[src/design/assert_macros.svh]
// ---------------------------------------------------------------------------
// Assertion macros
// Short forms for the clocked checks at the end of the top level.
// ---------------------------------------------------------------------------
`ifndef ASSERT_MACROS_SVH
`define ASSERT_MACROS_SVH

// cond must never hold at a clock edge outside reset
`define SSSD_NEVER(lbl, cond, msg) \
	lbl: assert property (@(posedge clk) disable iff (!arst_n) !(cond)) \
		else $error(msg);

// ante at one edge forces cons at the next edge
`define SSSD_NEXT(lbl, ante, cons, msg) \
	lbl: assert property (@(posedge clk) disable iff (!arst_n) (ante) |=> (cons)) \
		else $error(msg);

`endif

[src/design/sssd_pkg.sv]
// ---------------------------------------------------------------------------
// sssd_pkg
// Shared types, codes and the numeral font of the scan driver.
// ---------------------------------------------------------------------------
`default_nettype none

package sssd_pkg;

	localparam int MAX_DIGITS = 8;
	localparam int POS_W      = 3;
	localparam int PERIOD_W   = 20;
	localparam int MASK_W     = 8;
	localparam int ELAPSED_W  = 21;
	localparam int CONV_W     = 27;   // 99999999 fits in 27 bits
	localparam int BCD_W      = 4 * MAX_DIGITS;
	localparam int STEP_W     = 5;
	localparam int WORD_W     = 16;
	localparam int BITCNT_W   = 4;

	localparam logic [1:0] OP_TICK = 2'd0;
	localparam logic [1:0] OP_INT  = 2'd1;
	localparam logic [1:0] OP_DIG  = 2'd2;

	localparam logic REG_PERIOD = 1'b0;
	localparam logic REG_MASK   = 1'b1;

	localparam logic [7:0] SEG_O    = 8'h3F;
	localparam logic [7:0] SEG_L    = 8'h38;
	localparam logic [7:0] SEG_DASH = 8'h40;

	localparam logic [ELAPSED_W-1:0] ELAPSED_MAX = '1;

	typedef logic [7:0] seg_t;

	typedef struct packed {
		logic tick;
		logic load_int;
		logic load_dig;
		logic conv_step;
		logic conv_write;
		logic shift_step;
	} sssd_cmd_t;

	typedef struct packed {
		logic int_over;
		logic fire;
		logic conv_last;
		logic shift_last;
	} sssd_stat_t;

	// gfedcba numerals, dash for codes above nine
	function automatic seg_t seg_font(input logic [3:0] code);
		seg_t s;
		case (code)
			4'd0: s = 8'h3F;
			4'd1: s = 8'h06;
			4'd2: s = 8'h5B;
			4'd3: s = 8'h4F;
			4'd4: s = 8'h66;
			4'd5: s = 8'h6D;
			4'd6: s = 8'h7D;
			4'd7: s = 8'h07;
			4'd8: s = 8'h7F;
			4'd9: s = 8'h6F;
			default: s = SEG_DASH;
		endcase
		return s;
	endfunction

	// largest value that fits in n digits, capped at 99999999
	function automatic logic [CONV_W-1:0] int_limit(input int n);
		longint p;
		p = 1;
		for (int i = 0; i < n; i++) begin
			p = p * 10;
		end
		if (p > 100000000) begin
			p = 100000000;
		end
		return CONV_W'(p - 1);
	endfunction

endpackage

`default_nettype wire

[src/design/seven_segment_scan_driver_top.sv]
// ---------------------------------------------------------------------------
// seven_segment_scan_driver_top
// Scan driver for a multiplexed seven-segment display behind two shift
// registers.
// ---------------------------------------------------------------------------
// Takes one word at a time. On a tick word (opcode 0), when the elapsed
// count passes the period register it starts a run of 16 output words,
// one per cycle while out_ready is high: the inverted digit-select byte then
// the segment byte, MSB first, latch_after marking the last. No new input is
// taken until the run is out. A digit-list word fills the segment store. A
// show-integer word runs a 27-step binary-to-BCD shifter, one bit per
// cycle, then a write state fills the segment store; values over the
// displayable range write O and L straight away. Segment bytes are gfedcba
// with the dot in bit 7. Configuration writes apply at once and are meant
// for idle periods only.
`default_nettype none

module seven_segment_scan_driver_top #(
	parameter int NUM_DIGITS = 8
) (
	input  wire        clk,
	input  wire        arst_n,
	// configuration
	input  wire        cfg_we,
	input  wire        cfg_index,
	input  wire [19:0] cfg_wdata,
	// input words
	input  wire        in_valid,
	output logic       in_ready,
	input  wire [1:0]  opcode,
	input  wire [31:0] value,
	input  wire [31:0] digit_codes,
	// output words, one per shift clock
	output logic       out_valid,
	input  wire        out_ready,
	output logic       serial_bit,
	output logic       latch_after,
	output logic [2:0] scan_digit
);
	import sssd_pkg::*;

	`include "assert_macros.svh"

	sssd_cmd_t  cmd;
	sssd_stat_t stat;

	// sequencer: handshakes and step commands
	sssd_ctrl u_ctrl (
		.clk       (clk),
		.arst_n    (arst_n),
		.in_valid  (in_valid),
		.in_ready  (in_ready),
		.opcode    (opcode),
		.out_valid (out_valid),
		.out_ready (out_ready),
		.cmd       (cmd),
		.stat      (stat)
	);

	// store, timer, converter and shifter
	sssd_dp #(
		.NUM_DIGITS (NUM_DIGITS)
	) u_dp (
		.clk         (clk),
		.arst_n      (arst_n),
		.cfg_we      (cfg_we),
		.cfg_index   (cfg_index),
		.cfg_wdata   (cfg_wdata),
		.value       (value),
		.digit_codes (digit_codes),
		.cmd         (cmd),
		.stat        (stat),
		.serial_bit  (serial_bit),
		.latch_after (latch_after),
		.scan_digit  (scan_digit)
	);

	// one word in flight at a time
	`SSSD_NEVER(a_busy_overlap, in_ready && out_valid, "input taken during shift-out")
	// the latch word closes the run
	`SSSD_NEXT(a_run_end, out_valid && out_ready && latch_after, !out_valid,
		"shift-out ran past sixteen words")
	// a refreshing tick always opens a run
	`SSSD_NEXT(a_run_start, cmd.tick && stat.fire, out_valid && !latch_after,
		"refresh did not start a run")
	// never scan a position beyond the display
	`SSSD_NEVER(a_scan_range, out_valid && (32'(scan_digit) >= NUM_DIGITS),
		"scan position out of range")

endmodule

`default_nettype wire

[src/design/sssd_ctrl.sv]
// ---------------------------------------------------------------------------
// sssd_ctrl
// Sequencer: input handshake, conversion steps and the shift-out run.
// ---------------------------------------------------------------------------
`default_nettype none

module sssd_ctrl (
	input  wire                     clk,
	input  wire                     arst_n,
	input  wire                     in_valid,
	output logic                    in_ready,
	input  wire [1:0]               opcode,
	output logic                    out_valid,
	input  wire                     out_ready,
	output sssd_pkg::sssd_cmd_t     cmd,
	input  sssd_pkg::sssd_stat_t    stat
);
	import sssd_pkg::*;

	localparam logic [1:0] ST_IDLE  = 2'd0;
	localparam logic [1:0] ST_CONV  = 2'd1;
	localparam logic [1:0] ST_WRITE = 2'd2;
	localparam logic [1:0] ST_SHIFT = 2'd3;

	logic [1:0] state_q;
	logic [1:0] state_d;
	logic       acc;

	assign in_ready  = (state_q == ST_IDLE);
	assign out_valid = (state_q == ST_SHIFT);
	assign acc       = in_valid && in_ready;

	always_comb begin
		cmd            = '0;
		cmd.tick       = acc && (opcode == OP_TICK);
		cmd.load_int   = acc && (opcode == OP_INT);
		cmd.load_dig   = acc && (opcode == OP_DIG);
		cmd.conv_step  = (state_q == ST_CONV);
		cmd.conv_write = (state_q == ST_WRITE);
		cmd.shift_step = (state_q == ST_SHIFT) && out_ready;
	end

	always_comb begin
		state_d = state_q;
		case (state_q)
			ST_IDLE: begin
				if (cmd.tick && stat.fire) begin
					state_d = ST_SHIFT;
				end else if (cmd.load_int && !stat.int_over) begin
					state_d = ST_CONV;
				end
			end
			ST_CONV: begin
				if (stat.conv_last) begin
					state_d = ST_WRITE;
				end
			end
			ST_WRITE: begin
				state_d = ST_IDLE;
			end
			ST_SHIFT: begin
				if (out_ready && stat.shift_last) begin
					state_d = ST_IDLE;
				end
			end
			default: begin
				state_d = ST_IDLE;
			end
		endcase
	end

	always_ff @(posedge clk or negedge arst_n) begin
		if (!arst_n) begin
			state_q <= ST_IDLE;
		end else begin
			state_q <= state_d;
		end
	end

endmodule

`default_nettype wire

[src/design/sssd_dp.sv]
// ---------------------------------------------------------------------------
// sssd_dp
// Datapath: registers, segment store, BCD converter, refresh timer, shifter.
// ---------------------------------------------------------------------------
`default_nettype none

module sssd_dp #(
	parameter int NUM_DIGITS = 8
) (
	input  wire                         clk,
	input  wire                         arst_n,
	input  wire                         cfg_we,
	input  wire                         cfg_index,
	input  wire [sssd_pkg::PERIOD_W-1:0] cfg_wdata,
	input  wire [31:0]                  value,
	input  wire [31:0]                  digit_codes,
	input  sssd_pkg::sssd_cmd_t         cmd,
	output sssd_pkg::sssd_stat_t        stat,
	output logic                        serial_bit,
	output logic                        latch_after,
	output logic [sssd_pkg::POS_W-1:0]  scan_digit
);
	import sssd_pkg::*;

	localparam logic [CONV_W-1:0] LIMIT    = int_limit(NUM_DIGITS);
	localparam logic [POS_W-1:0]  LAST_POS = POS_W'(NUM_DIGITS - 1);

	logic [PERIOD_W-1:0]  period_q;
	logic [MASK_W-1:0]    mask_q;
	seg_t                 store_q [MAX_DIGITS];
	logic [POS_W-1:0]     scan_q;
	logic [ELAPSED_W-1:0] elapsed_q;
	logic [CONV_W-1:0]    bin_q;
	logic [BCD_W-1:0]     bcd_q;
	logic [STEP_W-1:0]    step_q;
	logic [WORD_W-1:0]    word_q;
	logic [BITCNT_W-1:0]  bit_q;

	logic [ELAPSED_W-1:0] elapsed_inc;
	logic [BCD_W-1:0]     bcd_adj;
	seg_t                 int_segs [MAX_DIGITS];
	seg_t                 dig_segs [MAX_DIGITS];
	logic [7:0]           sel_byte;

	assign elapsed_inc = (elapsed_q == ELAPSED_MAX) ? elapsed_q : elapsed_q + 1'b1;

	assign stat.fire       = elapsed_inc > {1'b0, period_q};
	assign stat.int_over   = value > {{(32 - CONV_W){1'b0}}, LIMIT};
	assign stat.conv_last  = (step_q == STEP_W'(CONV_W - 1));
	assign stat.shift_last = (bit_q == BITCNT_W'(WORD_W - 1));

	assign serial_bit  = word_q[WORD_W-1];
	assign latch_after = stat.shift_last;
	assign scan_digit  = scan_q;

	assign sel_byte = ~((8'd1 << scan_q) & mask_q);

	// add-3 correction of every digit ahead of the shift
	always_comb begin
		for (int k = 0; k < MAX_DIGITS; k++) begin
			bcd_adj[4*k +: 4] = (bcd_q[4*k +: 4] >= 4'd5) ?
				bcd_q[4*k +: 4] + 4'd3 : bcd_q[4*k +: 4];
		end
	end

	// right-aligned digits, leading zeros blanked; ones digit always shown
	always_comb begin
		logic seen;
		logic [3:0] d;
		seen = 1'b0;
		d = '0;
		for (int i = 0; i < MAX_DIGITS; i++) begin
			int_segs[i] = '0;
		end
		for (int k = MAX_DIGITS - 1; k >= 0; k--) begin
			if (k < NUM_DIGITS) begin
				d = bcd_q[4*k +: 4];
				seen = seen | (d != 4'd0);
				if (seen || k == 0) begin
					int_segs[POS_W'(NUM_DIGITS - 1 - k)] = seg_font(d);
				end
			end
		end
	end

	always_comb begin
		for (int i = 0; i < MAX_DIGITS; i++) begin
			dig_segs[i] = (i < NUM_DIGITS) ? seg_font(digit_codes[4*i +: 4]) : '0;
		end
	end

	always_ff @(posedge clk or negedge arst_n) begin
		if (!arst_n) begin
			period_q <= PERIOD_W'(2083);
			mask_q   <= '1;
		end else if (cfg_we) begin
			case (cfg_index)
				REG_PERIOD: period_q <= cfg_wdata;
				REG_MASK:   mask_q   <= cfg_wdata[MASK_W-1:0];
				default:    ;
			endcase
		end
	end

	always_ff @(posedge clk or negedge arst_n) begin
		if (!arst_n) begin
			for (int i = 0; i < MAX_DIGITS; i++) begin
				store_q[i] <= '0;
			end
		end else if (cmd.load_dig) begin
			store_q <= dig_segs;
		end else if (cmd.conv_write) begin
			store_q <= int_segs;
		end else if (cmd.load_int && stat.int_over) begin
			for (int i = 0; i < MAX_DIGITS; i++) begin
				store_q[i] <= '0;
			end
			if (NUM_DIGITS >= 2) begin
				store_q[POS_W'(NUM_DIGITS - 2)] <= SEG_O;
			end
			store_q[LAST_POS] <= SEG_L;
		end
	end

	always_ff @(posedge clk or negedge arst_n) begin
		if (!arst_n) begin
			elapsed_q <= '0;
		end else if (cmd.tick) begin
			elapsed_q <= stat.fire ? '0 : elapsed_inc;
		end
	end

	always_ff @(posedge clk or negedge arst_n) begin
		if (!arst_n) begin
			step_q <= '0;
		end else if (cmd.load_int) begin
			step_q <= '0;
		end else if (cmd.conv_step) begin
			step_q <= step_q + 1'b1;
		end
	end

	always_ff @(posedge clk) begin
		if (cmd.load_int) begin
			bin_q <= value[CONV_W-1:0];
			bcd_q <= '0;
		end else if (cmd.conv_step) begin
			bin_q <= {bin_q[CONV_W-2:0], 1'b0};
			bcd_q <= {bcd_adj[BCD_W-2:0], bin_q[CONV_W-1]};
		end
	end

	always_ff @(posedge clk or negedge arst_n) begin
		if (!arst_n) begin
			scan_q <= '0;
			bit_q  <= '0;
		end else if (cmd.tick && stat.fire) begin
			bit_q <= '0;
		end else if (cmd.shift_step) begin
			bit_q <= bit_q + 1'b1;
			if (stat.shift_last) begin
				scan_q <= (scan_q == LAST_POS) ? '0 : scan_q + 1'b1;
			end
		end
	end

	always_ff @(posedge clk) begin
		if (cmd.tick && stat.fire) begin
			word_q <= {sel_byte, store_q[scan_q]};
		end else if (cmd.shift_step) begin
			word_q <= {word_q[WORD_W-2:0], 1'b0};
		end
	end

endmodule

`default_nettype wire
[config.mk]
export PLATFORM = sky130hd
export DESIGN_NAME = seven_segment_scan_driver_top
export DESIGN_NICKNAME = d
export VERILOG_FILES = /design/src/design/sssd_pkg.sv /design/src/design/seven_segment_scan_driver_top.sv /design/src/design/sssd_ctrl.sv /design/src/design/sssd_dp.sv
export VERILOG_INCLUDE_DIRS = /design/src /design/src/design
export SDC_FILE = /design/constraint.sdc
export NUM_CORES = 1
export LEC_CHECK = 0
export BUFFER_PORTS_ARGS = -buffer_cell sky130_fd_sc_hd__buf_2
export CAP_MARGIN = 20
export CORE_UTILIZATION = 37
export DETAILED_ROUTE_END_ITERATION = 16
export GPL_TIMING_DRIVEN = 0
export SKIP_CTS_REPAIR_TIMING = 1
export SYNTH_ARGS = -nofsm -noshare
export SYNTH_HDL_FRONTEND = slang
export SYNTH_SLANG_ARGS = --single-unit
[constraint.sdc]
create_clock -name clk -period 6.8 [get_ports clk]
set_clock_uncertainty 0.05 [all_clocks]
set_input_delay 1.7 -clock clk [delete_from_list [all_inputs] [get_ports clk]]
set_output_delay 1.7 -clock clk [all_outputs]
set_load 0.02 [all_outputs]
==> impl_metrics.ini, run 1 <==
[cts]
cts_buffer_depth = 3
clk_pin_slew_ns = 0.06
htreeDepth = 1
clockRootBuffer = clkbuf_16
clkSinkCount = 222
cts_tree = done
insertion_delay_ns = 0.54
numCtsBuffers = 26

[global_route]
grt_max_degree = 92
grt_first_pass_wirelength_um = 50900
grt_pass1_vias = 9944
grt_overflow = 0
antenna_found_initial = 0
grt_usage = 0.174

[synthesis]
ys_warn_count = 0
synth_top_family_by_area = compound AO/OA/AOI/OAI gates
synth_xor_area_frac = 0.0198
synth_simple_gate_area_share = 0.160
syn-num-nets = 1597
synthMuxAreaShare = 0.0561
synthAdderAreaFrac = 0.111
ys_seq_area_frac = 0.427
netlist_instances = 1391
syn_area_sq_um = 12800
synth_ff_type = dfrtp_1
syn_avg_cell_area_sq_um = 9.22
synth.distinct_cells = 73
synth_edf_count = 43
ys_seq_elements = 222
synth_compound_area_frac = 0.170
async_reset_ff_frac = 0.536

[timing]
rsz0062_at_grt = false
worstMarginPinSlew_ns = 0.790
setup_viol = 0
fin_tns_setup_ns = 0
hold_viol_final = 0
final.min_clock_period_ns = 4.72
period_share = 0.694
slew_violations = 0
slew-limit-headroom = 0.471
max_freq_ghz = 0.212

[critical_path]
endpoint_kind = flip-flop
critPathKind = flip-flop to flip-flop
crit_slowest_cell = a2111oi_0
crit_path_frequent_cell = nand2_1
slowest_delay_ns = 0.69
cp-start-kind = flip-flop
worstPathCellList = ha_1, nand2_1, nor4_4, nand4_4, nor3b_4, nand3_1, xnor2_1, ha_1, nand4_1, a2111oi_0, nor2_1, nand2_1, a31oi_2, buf_6, nand2_1
path_max_fanout = 16
cp.required_ns = 6.92
crit_arrival_ns = 4.84

[finish]
num-nets-final = 1714
final_core_util = 0.436
multi_input_area_sq_um = 6630
fin_area_sq_um = 14800
seq_area_sq_um = 5490
layout-drive-gt1-share = 0.132
fill_cells = 3341
n_antenna_cell = 0
area_growth_pct = 15.0

[floorplanning]
die-area_sq_um = 35400
dieWidth_um = 188
floorplan.initialDensity = 0.379
core_sq_um = 33900
num_io_pins = 99
rows = 67
die_y_um = 188

[drt]
drt_first_pass_iters = 5
drc = 0
num_vias = 10264
drt_wl_total_um = 30500
viasPerCell = 5.19
drtIter0Drc = 624
wl_per_cell_um = 15.4
antenna_left = 0

[placed_design]
io_buffer_count = 86
dp_hpwl_um = 22800
dpl_cell_area_sq_um = 13900
finalWeightedCongestion = 0.841

[power_and_ir_drop]
peakVddDrop_v = 0.000239
power_density_nw_per_um2 = 367
p_leak_nw = 6.75
power.total_mw = 5.41

[run]
drv_cap = 0

[min_path]
worst_hold_path_type = flip-flop to flip-flop

[outcome]
status = completed
-- worst max-delay path: cells and delay by family, from the launching register on --
family                     cells  cell delay, ns
adders and majority gates      2            0.58
buffers and inverters          1            0.23
AOI/OAI and AO/OA              2            0.91
and+or+nand+nor                9            1.96
DFF                            1            0.43
xor gates and xnor gates       1            0.18
-- cell usage in the layout, fill, tap and decap left out, drive strengths merged, types with 3 or more instances in the layout --
cell type / instances
nand2: 213
o21ai: 132
inv: 122
ha: 114
dfrtp: 107
buf: 103
a21oi: 86
clkbuf: 84
nor2: 74
nand3: 64
dfxtp: 60
edfxtp: 43
o22ai: 30
mux2: 29
xnor2: 22
a22o: 21
and2: 17
a221oi: 16
nand2b: 15
mux4: 14
nand4: 14
o21a: 12
dfstp: 12
nor3b: 10
nor2b: 9
a21o: 9
clkinv: 9
xor2: 7
a41o: 7
a222oi: 7
and3: 7
o31ai: 6
nor3: 6
a31oi: 5
o211ai: 4
mux2i: 4
a211oi: 3
a21boi: 3
nor4: 3
-- power breakdown --
part / switching (mW) / internal [mW]
Sequential: 0.248 / 1.85
Clock: 0.556 / 0.844
Combinational: 1.16 / 0.759
-- final cells by class --
| class | instances | area share |
|---|---|---|
| Multi-Input combinational cell | 985 | 0.450 |
| Inverter | 123 | 0.0313 |
| Clock buffer | 37 | 0.0511 |
| Sequential cell | 222 | 0.372 |
| Clock inverter | 11 | 0.00755 |
| Buffer | 61 | 0.0170 |
| Timing Repair Buffer | 89 | 0.0337 |
| Tap cell | 448 | 0.0380 |
-- per-layer routing --
layer / routed length, um / up-vias / share of wire / GRT usage
met5: 0 / - / 0 / 0
met4: 669 / 0 / 0.022 / 0.0416
met3: 959 / 42 / 0.031 / 0.0196
met2: 14300 / 182 / 0.47 / 0.286
met1: 14500 / 4941 / 0.48 / 0.243
li1: - / 5099 / - / -
-- per-stage QoR --
step / worst slack (ns) / hold WS (ns) / instances
final: 2.08 / 0.389 / 1976
after global routing: 1.65 / 0.424 / 1976
after detailed placement: 1.85 / 0.383 / 1926
after CTS: 2.03 / 0.387 / 1974
after global placement: 1.86 / 0.373 / 1925
after floorplan: 2.93 / 0.368 / 1391
-- Yosys cell counts (3+ instances only) --
library cell  number  area, sq um
a211oi_1           3         22.5
a21boi_0           3         22.5
a21o_1             9         67.6
a21oi_1           84          420
a221oi_1          16          140
a222oi_1           7         70.1
a22o_1            21          184
a31oi_1            4         25.0
a41o_1             7         70.1
and2_1            17          106
and3_1             6         37.5
buf_1              7         26.3
buf_2              6         30.0
clkbuf_1          46          173
dfrtp_1          107         2680
dfstp_2           12          315
dfxtp_1           60         1200
edfxtp_1          43         1290
ha_1             114         1430
inv_1            119          447
inv_2              3         11.3
mux2_1             4         45.0
mux2_2            15          169
mux2_4            10          150
mux2i_1            4         40.0
mux4_2            14          315
nand2_1          213          800
nand2b_1          15         93.8
nand3_1           63          315
nand4_1           12         75.1
nor2_1            73          274
nor2b_1            9         56.3
nor3_1             5         25.0
nor3b_1            8         60.1
o211ai_1           4         30.0
o21a_1            12         90.1
o21ai_0          113          566
o21ai_1           19         95.1
o22ai_1           30          188
o31ai_1            6         45.0
xnor2_1           22          193
xor2_1             7         61.3
-- worst paths after layout --
path / startpoint / to / slack [ns] / cells after the start
max: u_dp.elapsed_q[0] / u_dp.word_q[1] / 2.08 / 15
min: flip-flop / u_dp.store_q[60] / 0.39 / 2
max reg2reg: u_dp.elapsed_q[0] / u_dp.word_q[1] / 2.08 / 15
min reg2reg: flip-flop / u_dp.store_q[60] / 0.39 / 2
max in group asynchronous: arst_n / u_dp.store_q[36] / 4.93 / 2
min in group asynchronous: arst_n / u_dp.period_q[18] / 0.98 / 1
-- cell families after synthesis --
family,count (synthesis)
fa+ha+maj,114
simple gates,441
xor+xnor,29
compound gates,354
flops,222
buf+inv,184
mux,47
Power figures use the tool's default switching activity.
==> run 2, diff against run 1 <==
Clock period 6.8 ns to 4.92 ns, I/O delays scaled along.
==> impl_metrics.ini, run 2 (synthesis gave the netlist of run 1 again) <==
[power_and_ir_drop]
power_density_nw_per_um2 = 507
p_leak_nw = 6.75
peakVddDrop_v = 0.000330

[floorplanning]
dieWidth_um = 188
rows = 67
num_io_pins = 99
die-area_sq_um = 35400
die_y_um = 188
floorplan.initialDensity = 0.379
core_sq_um = 33900

[cts]
cts_buffer_depth = 3
htreeDepth = 1
cts_tree = done
clkSinkCount = 222
numCtsBuffers = 26
clockRootBuffer = clkbuf_16
clk_pin_slew_ns = 0.06
insertion_delay_ns = 0.54

[timing]
slew_violations = 0
fin_tns_setup_ns = 0
setup_viol = 0
period_share = 0.900
rsz0062_at_grt = false
worstMarginPinSlew_ns = 0.791
max_freq_ghz = 0.226
hold_viol_final = 0
final.min_clock_period_ns = 4.43
slew-limit-headroom = 0.470

[critical_path]
crit_slowest_cell = nor3b_4
slowest_delay_ns = 0.47
crit_arrival_ns = 4.58
r2r_start = u_dp.elapsed_q[0]
critPathKind = flip-flop to flip-flop
path_max_fanout = 16
endpoint_kind = flip-flop
r2r_end = u_dp.word_q[1]
worstPathCellList = ha_1, nand2_1, nor4_4, nand4_4, nor3b_4, nand3_1, xnor2_1, ha_1, a211oi_1, nor2_1, or3_1, nand2_1, a21oi_2, a31oi_2, buf_6, nand2_2
cp-start-kind = flip-flop
ff2ff_setup_slack_ns = 0.49
r2r_cells = 16
cp.required_ns = 5.07

[finish]
layout-drive-gt1-share = 0.132
multi_input_area_sq_um = 6640
layout_common_cells = nand2_1, inv_1, ha_1
area_growth_pct = 15.0
final_common_cell = nand2_1
fill_cells = 3343
final_core_util = 0.436
num-nets-final = 1714
seq_area_sq_um = 5490
n_antenna_cell = 0

[drt]
wl_per_cell_um = 15.4
drc = 0
viasPerCell = 5.20
antenna_left = 0
drtIter0Drc = 617
num_vias = 10272
drt_first_pass_iters = 5
drt_wl_total_um = 30500

[global_route]
grt_max_degree = 92
grt_overflow = 0
grt_first_pass_wirelength_um = 50900
grt_usage = 0.174
grt_pass1_vias = 9944
antenna_found_initial = 0

[outcome]
status = completed

[placed_design]
io_buffer_count = 86
finalWeightedCongestion = 0.841
dp_hpwl_um = 22800

[min_path]
whs_path_depth = 2
min_to = u_dp.store_q[60]
worst_hold_path_type = flip-flop to flip-flop

[run]
drv_cap = 0
## run 2: cell count changes in the layout (fill, tap and decap cells not counted)
cell       before  now
nand2_2         0    1
a2111oi_1       0    1
a2111oi_0       2    1
nand2_1       213  212
## run 2: area by class of cell
cell class                 count  area share
clock inverter                11     0.00755
timing repair buffer          89      0.0337
inverter                     123      0.0313
clock buffer                  37      0.0510
tap                          448      0.0380
sequential                   222       0.372
multi-input combinational    985       0.450
buffer                        61      0.0170
## run 2: worst max-delay path by stage
stage,start,end,slack [ns]
after global placement,u_dp.elapsed_q[0],u_dp.word_q[2],0.19
after global routing,u_dp.elapsed_q[0],u_dp.word_q[12],0.11
after CTS,u_dp.elapsed_q[0],u_dp.word_q[1],0.15
after floorplan,u_dp.elapsed_q[0],u_dp.word_q[0],1.09
after detailed placement,u_dp.elapsed_q[0],u_dp.word_q[2],0.17
final,u_dp.elapsed_q[0],u_dp.word_q[1],0.49
## run 2: metal layers
metal,track usage,part of all wire,vias up
met2,0.286,0.47,198
met4,0.0416,0.022,0
met1,0.243,0.48,4939
li1,-,-,5093
met3,0.0196,0.034,42
met5,0,0,-
## run 2: where the power goes
group	switching (mW)	leakage, nW	internal, mW
sequential	0.343	2.41	2.55
clock	0.766	0.417	1.17
combinational	1.60	3.92	1.05
total	2.71	6.75	4.77
## run 2: metrics by stage
step / total power, mW / setup WS [ns] / hold slack, ns / area [sq um] / cells
detailed placement: 5.56 / 0.167 / 0.383 / 13900 / 1926
finish: 7.48 / 0.492 / 0.391 / 14800 / 1976
CTS: 7.52 / 0.150 / 0.387 / 14700 / 1974
global route: 8.07 / 0.109 / 0.424 / 14800 / 1976
global placement: 5.47 / 0.188 / 0.373 / 13800 / 1925
floorplan: 4.79 / 1.09 / 0.368 / 12800 / 1391
## run 2: worst max-delay path: cells and delay by family, from the launching register on
family	cells	cell delay, ns
adders and majority gates	2	0.56
DFF	1	0.43
xor gates and xnor gates	1	0.28
buffers and inverters	1	0.23
AOI/OAI and AO/OA	3	0.75
and+or+nand+nor	9	1.80
